File: config.mk
export PLATFORM = sky130hd
export DESIGN_NAME = sme_ctrl
export DESIGN_NICKNAME = d
export VERILOG_FILES = /design/src/sv/sme_pkg.sv /design/src/sv/sme_ctrl.sv
export SDC_FILE = /design/constraint.sdc
export NUM_CORES = 1
export LEC_CHECK = 0
export ABC_AREA = 1
export BUFFER_PORTS_ARGS = -buffer_cell sky130_fd_sc_hd__buf_2
export CORE_MARGIN = 1.5
export CORE_UTILIZATION = 33
export CTS_CLUSTER_SIZE = 10
export DETAILED_ROUTE_END_ITERATION = 16
export PLACE_DENSITY = 0.74
export SYNTH_ARGS = -nofsm -noshare
export SYNTH_HDL_FRONTEND = slang
export SYNTH_SLANG_ARGS = --single-unit
File: constraint.sdc
create_clock -name clk -period 0.98 [get_ports clk]
set_input_delay 0.049 -clock clk [delete_from_list [all_inputs] [get_ports clk]]
set_output_delay 0.049 -clock clk [all_outputs]
set_load 0.05 [all_outputs]
File: src/sv/sme_pkg.sv
// shared types and constants for the stack machine execute block
package sme_pkg;

  localparam int MEM_WORDS = 4096;
  localparam int AW = $clog2(MEM_WORDS);

  localparam logic [2:0] CMD_LDWS  = 3'd0;
  localparam logic [2:0] CMD_SBN   = 3'd1;
  localparam logic [2:0] CMD_STWS  = 3'd2;
  localparam logic [2:0] CMD_LIX   = 3'd3;
  localparam logic [2:0] CMD_REG   = 3'd4;
  localparam logic [2:0] CMD_HWR   = 3'd5;
  localparam logic [2:0] CMD_HRD   = 3'd6;

  localparam logic [2:0] ERR_OK    = 3'd0;
  localparam logic [2:0] ERR_OVF   = 3'd1;
  localparam logic [2:0] ERR_UNF   = 3'd2;
  localparam logic [2:0] ERR_ILREG = 3'd3;
  localparam logic [2:0] ERR_UNIMP = 3'd4;
  localparam logic [2:0] ERR_BADOP = 3'd5;

  localparam logic [3:0] OP_ADD  = 4'd1;
  localparam logic [3:0] OP_SUB  = 4'd2;
  localparam logic [3:0] OP_SHL  = 4'd3;
  localparam logic [3:0] OP_SHR  = 4'd4;
  localparam logic [3:0] OP_OR   = 4'd5;
  localparam logic [3:0] OP_AND  = 4'd6;
  localparam logic [3:0] OP_MOVE = 4'd8;
  localparam logic [3:0] OP_XCHG = 4'd9;

  localparam logic [1:0] R_X = 2'd0;
  localparam logic [1:0] R_Y = 2'd1;
  localparam logic [1:0] R_Z = 2'd2;
  localparam logic [1:0] R_T = 2'd3;

  localparam logic [11:0] DIRECT_BASE = 12'h100;

  typedef struct packed {
    logic [2:0]  command;
    logic [11:0] operand;
    logic [11:0] host_address;
    logic        mode;
    logic [3:0]  alu_op;
    logic [1:0]  from_reg;
    logic [1:0]  to_reg;
  } sme_in_t;

  typedef struct packed {
    logic [11:0] x_value;
    logic [11:0] y_value;
    logic [3:0]  z_value;
    logic [3:0]  t_value;
    logic [11:0] read_data;
    logic [2:0]  error_code;
  } sme_out_t;

  // address select for the memory port
  typedef enum logic [2:0] {
    AS_Z    = 3'd0,
    AS_HOST = 3'd1,
    AS_DISP = 3'd2,
    AS_ZERO = 3'd3,
    AS_IDX  = 3'd4
  } asel_t;

  // write data select
  typedef enum logic [1:0] {
    WS_Y   = 2'd0,
    WS_X   = 2'd1,
    WS_OPD = 2'd2,
    WS_ADD = 2'd3
  } wsel_t;

  typedef struct packed {
    logic    load;     // capture item
    logic    mem_en;
    logic    mem_we;
    asel_t   asel;
    wsel_t   wsel;
    logic    cap;      // capture read data into t2
    logic    commit;   // update architectural regs
    logic    out_load;
  } sme_cmd_t;

  typedef struct packed {
    sme_in_t item;
    logic    err;      // item causes an error
    logic    y_lt_x;
  } sme_sts_t;

  // fold a 12-bit address into the memory by repeated compare and subtract
  function automatic logic [AW-1:0] addr_of(input logic [11:0] a);
    logic [12:0] r;
    r = {1'b0, a};
    for (int k = 0; k < 8; k++)
      if (r >= 13'(MEM_WORDS)) r = r - 13'(MEM_WORDS);
    return r[AW-1:0];
  endfunction

endpackage

File: src/sv/sme_ctrl.sv
// sequencer for memory accesses of one instruction
module sme_ctrl import sme_pkg::*; (
  input  logic     clk,
  input  logic     rst_n,
  input  logic     in_valid,
  output logic     in_ready,
  output logic     out_valid,
  input  logic     out_ready,
  input  sme_sts_t sts,
  output sme_cmd_t cmd
);

  typedef enum logic [5:0] {
    S_IDLE = 6'b000001,
    S_A1   = 6'b000010,
    S_A2   = 6'b000100,
    S_A3   = 6'b001000,
    S_WAIT = 6'b010000,
    S_DONE = 6'b100000
  } state_t;

  state_t st_r, st_nxt;
  logic   ov_r, ov_nxt;
  logic   fin;
  sme_in_t it;

  assign it = sts.item;
  assign in_ready = (st_r == S_IDLE) && (!ov_r || out_ready);
  assign out_valid = ov_r;

  always_comb begin
    cmd = '0;
    cmd.asel = AS_Z;
    cmd.wsel = WS_Y;
    st_nxt = st_r;
    fin = 1'b0;
    case (st_r)
      S_IDLE: begin
        if (in_valid && in_ready) begin
          cmd.load = 1'b1; st_nxt = S_A1;
        end
      end
      S_A1: begin
        // first access
        st_nxt = S_A2;
        if (!sts.err) begin
          case (it.command)
            CMD_LDWS, CMD_STWS: begin
              cmd.mem_en = 1'b1;
              cmd.asel = (it.command == CMD_LDWS) ? AS_Z : AS_IDX;
              cmd.mem_we = (it.command == CMD_STWS);
              cmd.wsel = WS_X;
            end
            CMD_SBN: begin
              cmd.mem_en = 1'b1; cmd.asel = AS_ZERO;
            end
            CMD_LIX: begin
              cmd.mem_en = it.mode; cmd.mem_we = 1'b1; cmd.asel = AS_Z;
            end
            CMD_REG: begin
              if (it.alu_op == OP_MOVE || it.alu_op == OP_XCHG) begin
                cmd.mem_en = (it.from_reg == R_Z) && it.mode;
                cmd.asel = AS_Z;
              end
            end
            CMD_HWR: begin
              cmd.mem_en = 1'b1; cmd.mem_we = 1'b1;
              cmd.asel = AS_HOST; cmd.wsel = WS_OPD;
            end
            CMD_HRD: begin
              cmd.mem_en = 1'b1; cmd.asel = AS_HOST;
            end
            default: ;
          endcase
        end
      end
      S_A2: begin
        st_nxt = S_A3;
        if (!sts.err) begin
          case (it.command)
            CMD_LDWS: begin
              cmd.cap = 1'b1;
              cmd.mem_en = 1'b1; cmd.mem_we = 1'b1; cmd.asel = AS_Z;
            end
            CMD_STWS: begin
              cmd.mem_en = 1'b1; cmd.asel = AS_Z;
            end
            CMD_SBN: begin
              cmd.mem_en = sts.y_lt_x; cmd.mem_we = 1'b1;
              cmd.asel = AS_ZERO; cmd.wsel = WS_ADD;
            end
            CMD_REG: begin
              // move to memory at Z
              cmd.mem_en = (it.alu_op == OP_MOVE) && (it.to_reg == R_Z) && it.mode;
              cmd.mem_we = 1'b1; cmd.asel = AS_Z;
            end
            default: ;
          endcase
        end
      end
      S_A3: begin
        st_nxt = S_WAIT;
        if (!sts.err && it.command == CMD_LDWS) begin
          cmd.mem_en = 1'b1; cmd.asel = AS_DISP;
        end
      end
      S_WAIT: st_nxt = S_DONE;
      S_DONE: begin
        cmd.commit = 1'b1; cmd.out_load = 1'b1; fin = 1'b1;
        st_nxt = S_IDLE;
      end
      default: st_nxt = S_IDLE;
    endcase
  end

  always_comb begin
    ov_nxt = ov_r;
    if (out_ready) ov_nxt = 1'b0;
    if (fin) ov_nxt = 1'b1;
  end

  always_ff @(posedge clk) begin
    if (!rst_n) begin
      st_r <= S_IDLE; ov_r <= 1'b0;
    end else begin
      st_r <= st_nxt; ov_r <= ov_nxt;
    end
  end

endmodule

==> metrics.txt, run 1 <==
Worst-Margin Slew 0.358 ns; post-route ant nets 0; RSZ-0062 raised after global routing true; fin crit share 153%; CTS root buf clkbuf_4; IO Count 55; Clock Pin Slew Worst Setup and Hold Paths 0.05 ns; DR iter-0 viols 10; Hold WC Path Type input pin to register; R2R depth 8; syn avg cell area 5.88 sq um; GPL Wtd Cong 0.767; crit path kind register to output pin; Initial Util 35.7%; placed inst area 0.00106 sq mm; CP endpoint kind output pin; CP Launch Point st_r[2]$_SDFFE_PN0P_; failing checks negative setup slack; placed insts 180; cells after synthesis 107; GRT overflow 0; vias in the first global route 788; syn_nets 149; die area 0.00218 sq mm; crit path time final 1.50 ns; die width 46.7 microns; Post-Syn Area 629 sq um; n_diodes 0; Ys Warns 0; core area 0.00176 sq mm; Worst Setup EP cmd[6]; outcome finished, violations left; Port Buffers 30; final slew viol count 0; routed vias 852; Critical Path RT 0.93 ns; Total Nets Final 203; DRT Wirelength 1960 microns; Die Span Y 46.7 microns; Clock Skew 0.00502 ns; routed len/inst 10.6 microns; dpl ws -0.392 ns; Worst-Skew Late Latency 0.24 ns; DRC Markers 0; Hold Path Origin in_valid; TritonCTS clock tree yes; Layout area overhead 104%; Hold Slack 0.122 ns; Clock Path Buffers 2; Final Hold Viols 0; pin count of the biggest net entering global routing 9; post-synthesis sequential area ratio 22.3%; Max Cap Viol 0; f_max 666 MHz; Yosys reg bits 7; top-area cell type share of the netlist area 22.3%; Slew headroom 75.9%; Final WS setup -0.522 ns; # setup viols final 17; non-filler cells, final 185; clock buffer count from CTS 3; initial antenna violation count 0; first-pass GRT wire length 3050 microns; # rows 15; P_leak 0.637 nW; Hold Buf Count CTS 0; gr usage total 19.1%; dpl hpwl 1440 microns; VDD IR-drop max 679 uV; CP max FO 4; power per cell area 727 mW/mm^2; reg2reg end out_valid$_SDFFE_PN0P_; layout cells sized above 1 63.1%; Fillers 150; Vias/cell 4.61; r2r setup slk -0.33 ns; largest area contributor in the netlist dfxtp_1; final instance area 0.00128 sq mm; arrival time of the worst setup path 1.45 ns; Sink Count 7; synth top area cells dfxtp_1 22%, nand2_1 12%, inv_1 11%; Detailed Routing Iterations Pass 1 4; Critical Path Source Type register; hold-critical path depth 4; Synth cell types 22; R2R Path Start st_r[0]$_SDFFE_PN1P_; H-tree Lvls 1; fin util 72.7%
area by class of cell:
class | count | area (sq um) | area share (%)
Sequential cell | 7 | 150 | 11.7
Clock buffer | 4 | 26.3 | 2.05
Multi-Input combinational cell | 77 | 583 | 45.5
Tap cell | 25 | 31.3 | 2.44
Timing Repair Buffer | 52 | 417 | 32.5
Inverter | 20 | 75.1 | 5.85
worst max-delay path: stages, from the launching register on:
cell,delay (ns)
dfxtp_2,0.35
inv_1,0.08
nor2_2,0.12
nand3_2,0.09
or2_4,0.31
o211ai_2,0.09
buf_6,0.18
report_power, final:
part           switching [mW]  internal, mW  total, mW
registers              0.0127         0.297      0.310
logic                   0.219         0.157      0.376
clock network          0.0920         0.154      0.246
per-stage QoR:
step	setup TNS [ns]	total power [mW]
final	-6.63	0.932
after global routing	-7.78	0.987
after CTS	-6.24	0.907
after detailed placement	-4.33	0.622
after global placement	-3.82	0.615
after floorplan	-1.98	0.494
worst min path at each step:
stage	to
after floorplan	cmd[4]
after global placement	st_r[5]$_SDFFE_PN0P_
after detailed placement	st_r[1]$_SDFFE_PN0P_
after CTS	st_r[0]$_SDFFE_PN1P_
after global routing	st_r[0]$_SDFFE_PN1P_
final	st_r[0]$_SDFFE_PN1P_
metal layers:
layer / share of wire, % / global-route usage [%] / up-vias
met2: 52 / 34.2 / 27
met1: 43 / 24.7 / 379
li1: - / - / 444
met5: 0 / 0 / -
met3: 4.2 / 1.18 / 2
met4: 0.66 / 5.00 / 0
layout by cell type, fill, tap and decap left out, types with 6 or more instances in the layout:
master,instances
buf_4,20
buf_2,18
inv_1,17
nor2_1,13
nand2_1,12
buf_6,9
nor2_4,7
nand2_2,7
nand3_1,6
cell families after synthesis:
| kind of cell | after synthesis | share of synthesized area [%] |
|---|---|---|
| AOI/OAI and AO/OA | 9 | 8.75 |
| and+or+nand+nor | 68 | 52.9 |
| DFF | 7 | 22.3 |
| buffers and inverters | 23 | 16.1 |
what timing repair did:
item	4_1_cts	5_1_grt
setup endpoints to repair	17	18
resized for setup	36	17
pin swaps	5	10
setup buffers	0	1
gates cloned	0	0
hold endpoints to repair	0	0
Yosys cell counts (all sizes together):
cell type and number:
nor3 6, o31ai 1, a21oi 3, o211ai 1, nor4 2, nor2 24, inv 20, or2 2
o21ai 4, nand4 2, dfxtp 7, nand3 10, nand2 22, buf 3
sequential cells by signal, indices dropped and copies added, names as in the netlist:
register / count
out_valid: 1
st_r: 6
Note: power is estimated with default switching activity, not from simulation.
==> inputs of run 2 (changes only) <==
ABC_AREA = unset   (was 1)
==> run 2 against run 1 <==
- critical endpoint unchanged
- largest power group unchanged
- highest routed layer is now met3
- clock-buffer cell count did not move
- die area decreased by 0.36%
- the run still ends with negative setup slack left
- first-iteration DRC count decreased by 30%
- clock power increased by 3%
- combinational power increased by 7.2%
- cell count down 12%
- clock skew about the same
- critical path type unchanged
==> metrics.txt, run 2 <==
outcome finished, violations left; failing checks negative setup slack; f_max 534 MHz; RSZ-0062 raised after global routing true; number of flip-flops in the largest register 6; Critical Path RT 0.93 ns; vias in the first global route 785; Final Hold Viols 0; non-filler cells, final 162; Most used DFF post-synth dfxtp_1; VDD IR-drop max 681 uV; final slew viol count 0; syn_nets 117; GRT overflow 0; Synth cell types 40; Worst-Skew Late Latency 0.24 ns; Biggest register st_r; largest area contributor in the netlist dfxtp_1; dpl hpwl 1440 microns; Layout area overhead 121%; Gate power share 41.9%; first-pass GRT wire length 3410 microns; placed inst area 0.00111 sq mm; fin crit share 191%; routed vias 838; cell with the largest stage delay on the worst path dfxtp_4; Post-Syn Area 627 sq um; die area 0.00217 sq mm; syn avg cell area 8.36 sq um; CP Launch Point st_r[4]$_SDFFE_PN0P_; TritonCTS clock tree yes; DR iter-0 viols 7; Slew headroom 76.3%; arrival time of the worst setup path 1.82 ns; synth top area cells dfxtp_1 22%, nor2b_1 8.0%, nor4_4 6.8%; DRC Markers 0; CP max FO 4; R2R Path Start st_r[4]$_SDFFE_PN0P_; power per cell area 696 mW/mm^2; Hold WC Path Type input pin to register; setup TNS -11.33 ns; post-route ant nets 0; Synth async-reset ratio 0%; sequential group share of total power 31.8%; hold-critical path depth 2; dpl ws -0.688 ns; Die Span Y 46.6 microns; Sw Share 33.7%; layout cells sized above 1 74.5%; Clock Skew 0.00494 ns; commonest non-fill, non-tap cells in the layout 25 x buf_4, 18 x buf_2, 14 x buf_6; clock buffer count from CTS 3; IO Count 55; pin count of the biggest net entering global routing 10; n_diodes 0; Yosys reg bits 7; cell mode on critical path nor4_4; routed len/inst 14.4 microns; crit path time final 1.87 ns; Hold Buf Count CTS 0; Psw 324 uW; Clock Path Buffers 2; R2R depth 7; Hold Path Origin rst_n; crit path kind register to output pin; Sink Count 7; synth cell count leaders 8 x nor2b_1, 7 x dfxtp_1, 6 x nor2_1, 5 x nor3_1, 4 x o21ai_0; multi-input logic area 631 sq um; gr usage total 22.4%; Fillers 124; Critical Path Source Type register; Clock Pin Slew Worst Setup and Hold Paths 0.05 ns; most frequent cell after synthesis nor2b_1; DRT Wirelength 2330 microns; Hold Slack 0.0655 ns; top-area cell type share of the netlist area 22.4%; post-synthesis sequential area ratio 22.4%; placed insts 152; Vias/cell 5.17; die width 46.6 microns; GPL Wtd Cong 0.800; H-tree Lvls 1; Max Cap Viol 0; CTS root buf clkbuf_4; most common cell after layout, fill and taps aside buf_4; CP endpoint kind output pin; P_leak 0.599 nW; final instance area 0.00138 sq mm; initial antenna violation count 0; # setup viols final 19; # rows 15; Worst-Margin Slew 0.351 ns; core area 0.00176 sq mm; Total Nets Final 180; Final WS setup -0.892 ns; cells after synthesis 75; Reg area 155 sq um; Clock Power Share 26.3%; Ys Warns 0; Post-synth EDFFs 0; Initial Util 35.5%; Detailed Routing Iterations Pass 1 3; Port Buffers 30; crit-path max cell delay 0.36 ns; internal power 638 uW; crit-path cells buf_12 -> nor4_4 -> nand2_2 -> buf_4 -> and3_4 -> nor4_4 -> buf_6
run 2: metrics by stage:
stage                     power [mW]  util (%)
after floorplan                0.513         -
after global routing            1.00      78.4
after CTS                      0.956      76.5
final                          0.962      78.4
after detailed placement       0.648      63.1
after global placement         0.638      63.1
run 2: power groups by stage:
stage	Combinational (mW)	Clock, mW	Sequential [mW]
after CTS	0.390	0.260	0.306
after floorplan	0.202	0	0.311
after global placement	0.327	0	0.310
final	0.403	0.253	0.306
after detailed placement	0.337	0	0.311
after global routing	0.423	0.272	0.308
run 2: path summary, 6_finish.rpt:
check	endpoint	slack, ns
hold / removal	out_valid$_SDFFE_PN0P_	0.07
hold reg to reg	st_r[5]$_SDFFE_PN0P_	0.63
setup / recovery	cmd[6]	-0.89
setup reg to reg	st_r[0]$_SDFFE_PN1P_	-0.59
run 2: repair_timing:
action,CTS,global route
gates resized for setup,49,5
setup buffers,4,3
pin swaps,9,4
setup endpoints to repair,19,19
run 2: metal layers:
metal / routed length, microns / global-route usage, %
met1: 918 / 24.8
met2: 1340 / 41.1
met3: 78 / 5.10
met4: 0 / 8.00
met5: 0 / 0
run 2: critical path: cells and delay by family, from the launching register on:
family / cells / cell delay [ns]
buffers and inverters: 3 / 0.48
AND/OR/NAND/NOR: 4 / 0.73
flip-flops: 1 / 0.36
run 2: kinds of logic (layout without fill, tap and decap cells):
| family | Yosys count | after routing | share of synthesized area [%] |
|---|---|---|---|
| buffers and inverters | 6 | 68 | 4.79 |
| AOI/OAI and AO/OA | 16 | 16 | 19.4 |
| DFF | 7 | 7 | 22.4 |
| and+or+nand+nor | 42 | 42 | 46.9 |
| muxes | 2 | 2 | 3.59 |
| xor gates and xnor gates | 1 | 1 | 1.40 |
| adders and majority gates | 1 | 1 | 1.60 |
run 2: cell type report:
type,instances,area share (%)
clock buffer,4,1.90
inverter,1,0.271
multi-input combinational,62,45.6
sequential,7,11.2
tap,25,2.26
timing repair buffer,63,38.7
==> inputs of run 3 (changes only) <==
RECOVER_POWER = 25   (was unset)
==> run 3 against run 2 <==
- the flow still finishes with violations (negative setup slack)
- cell count stayed put
- maximum frequency is essentially flat
- utilization did not move
- register-to-register slack got worse by 0.02 ns
- power about the same
- sequential power about the same
- clock power about the same
- clock-buffer cell count stayed put
- hold slack worse by 0.00074 ns
- die area did not move
- global-route usage unchanged
- critical endpoint unchanged
==> metrics.txt, run 3 (same netlist as run 2, synthesis figures left out) <==
CP endpoint kind output pin; core area 0.00176 sq mm; dpl ws -0.688 ns; Final Hold Viols 0; Clock Path Buffers 2; arrival time of the worst setup path 1.82 ns; clock buffer count from CTS 3; vias in the first global route 785; die area 0.00217 sq mm; Hold Slack 0.0648 ns; fin crit share 191%; DR iter-0 viols 7; pin count of the biggest net entering global routing 10; f_max 534 MHz; Slew headroom 76.3%; Biggest register st_r; P_leak 0.598 nW; CP max FO 4; GRT overflow 0; power per cell area 697 mW/mm^2; RSZ-0062 raised after global routing true; final slew viol count 0; most common cell after layout, fill and taps aside buf_4; Clock Skew 0.00449 ns; Final WS setup -0.893 ns; routed vias 840; CTS root buf clkbuf_4; layout cells sized above 1 74.5%; # setup viols final 19; Vias/cell 5.19; placed inst area 0.00111 sq mm; Worst-Skew Late Latency 0.24 ns; outcome finished, violations left; commonest non-fill, non-tap cells in the layout 25 x buf_4, 17 x buf_2, 14 x buf_6; Total Nets Final 180; number of flip-flops in the largest register 6; n_diodes 0; Detailed Routing Iterations Pass 1 4; setup TNS -11.35 ns; crit path kind register to output pin; H-tree Lvls 1; die width 46.6 microns; non-filler cells, final 162; routed len/inst 14.4 microns; Port Buffers 30; VDD IR-drop max 684 uV; Layout area overhead 121%; Initial Util 35.5%; Hold Buf Count CTS 0; Critical Path Source Type register; Hold WC Path Type input pin to register; failing checks negative setup slack; post-route ant nets 0; initial antenna violation count 0; placed insts 152; Sink Count 7; TritonCTS clock tree yes; Fillers 124; final instance area 0.00138 sq mm; DRT Wirelength 2340 microns; Die Span Y 46.6 microns; r2r setup slk -0.61 ns; GPL Wtd Cong 0.800; dpl hpwl 1440 microns; Clock Pin Slew Worst Setup and Hold Paths 0.05 ns; crit path time final 1.87 ns; Critical Path RT 0.93 ns; Worst-Margin Slew 0.351 ns; first-pass GRT wire length 3410 microns; DRC Markers 0; IO Count 55; # rows 15; gr usage total 22.4%; Max Cap Viol 0
[run 3: cell types whose count changed in the layout (fill, tap and decap cells not counted)]
cell | previous run | this run
clkbuf_2 | 0 | 1
buf_2 | 18 | 17
[run 3: metrics by stage]
stage / total power [mW] / utilization [%]
2_1_floorplan: 0.513 / -
3_3_place_gp: 0.638 / 63.1
3_5_place_dp: 0.648 / 63.1
4_1_cts: 0.956 / 76.5
5_1_grt: 1.00 / 78.4
6_report: 0.963 / 78.4
[run 3: worst paths after layout]
path                              from                     end  cells after the start
setup / recovery  st_r[4]$_SDFFE_PN0P_                  cmd[6]                      7
hold reg to reg   st_r[0]$_SDFFE_PN1P_    st_r[5]$_SDFFE_PN0P_                      3
setup reg to reg  st_r[4]$_SDFFE_PN0P_    st_r[0]$_SDFFE_PN1P_                      7
hold / removal                   rst_n  out_valid$_SDFFE_PN0P_                      2
[run 3: where the power goes]
group          total [mW]  switching (mW)  internal, mW
Sequential          0.306          0.0163         0.290
Clock               0.254          0.0987         0.155
Combinational       0.403           0.210         0.193
[run 3: area by class of cell]
type,count,area (sq um),share of cell area [%]
Clock buffer,4,26.3,1.90
Multi-Input combinational cell,62,631,45.6
Tap cell,25,31.3,2.26
Inverter,1,3.75,0.271
Timing Repair Buffer,63,536,38.7
Sequential cell,7,155,11.2
[run 3: repair_timing]
action	CTS	global route
pin swaps	9	4
endpoints found under the setup margin	19	19
buffers inserted	4	3
gates resized for setup	49	5
[run 3: routing by layer]
layer  wire (microns)  track usage, %  vias to the layer above
met3               95            5.10                        0
met5                0               0                        -
met2             1330            41.1                       26
met4                0            8.00                        0
met1              905            24.8                      411
li1                 -               -                      403
[run 3: worst max-delay path, stage by stage, from the launching register on]
cell	delay (ns)
dfxtp_4	0.36
buf_12	0.13
nor4_4	0.22
nand2_2	0.14
buf_4	0.16
and3_4	0.16
nor4_4	0.21
buf_6	0.19
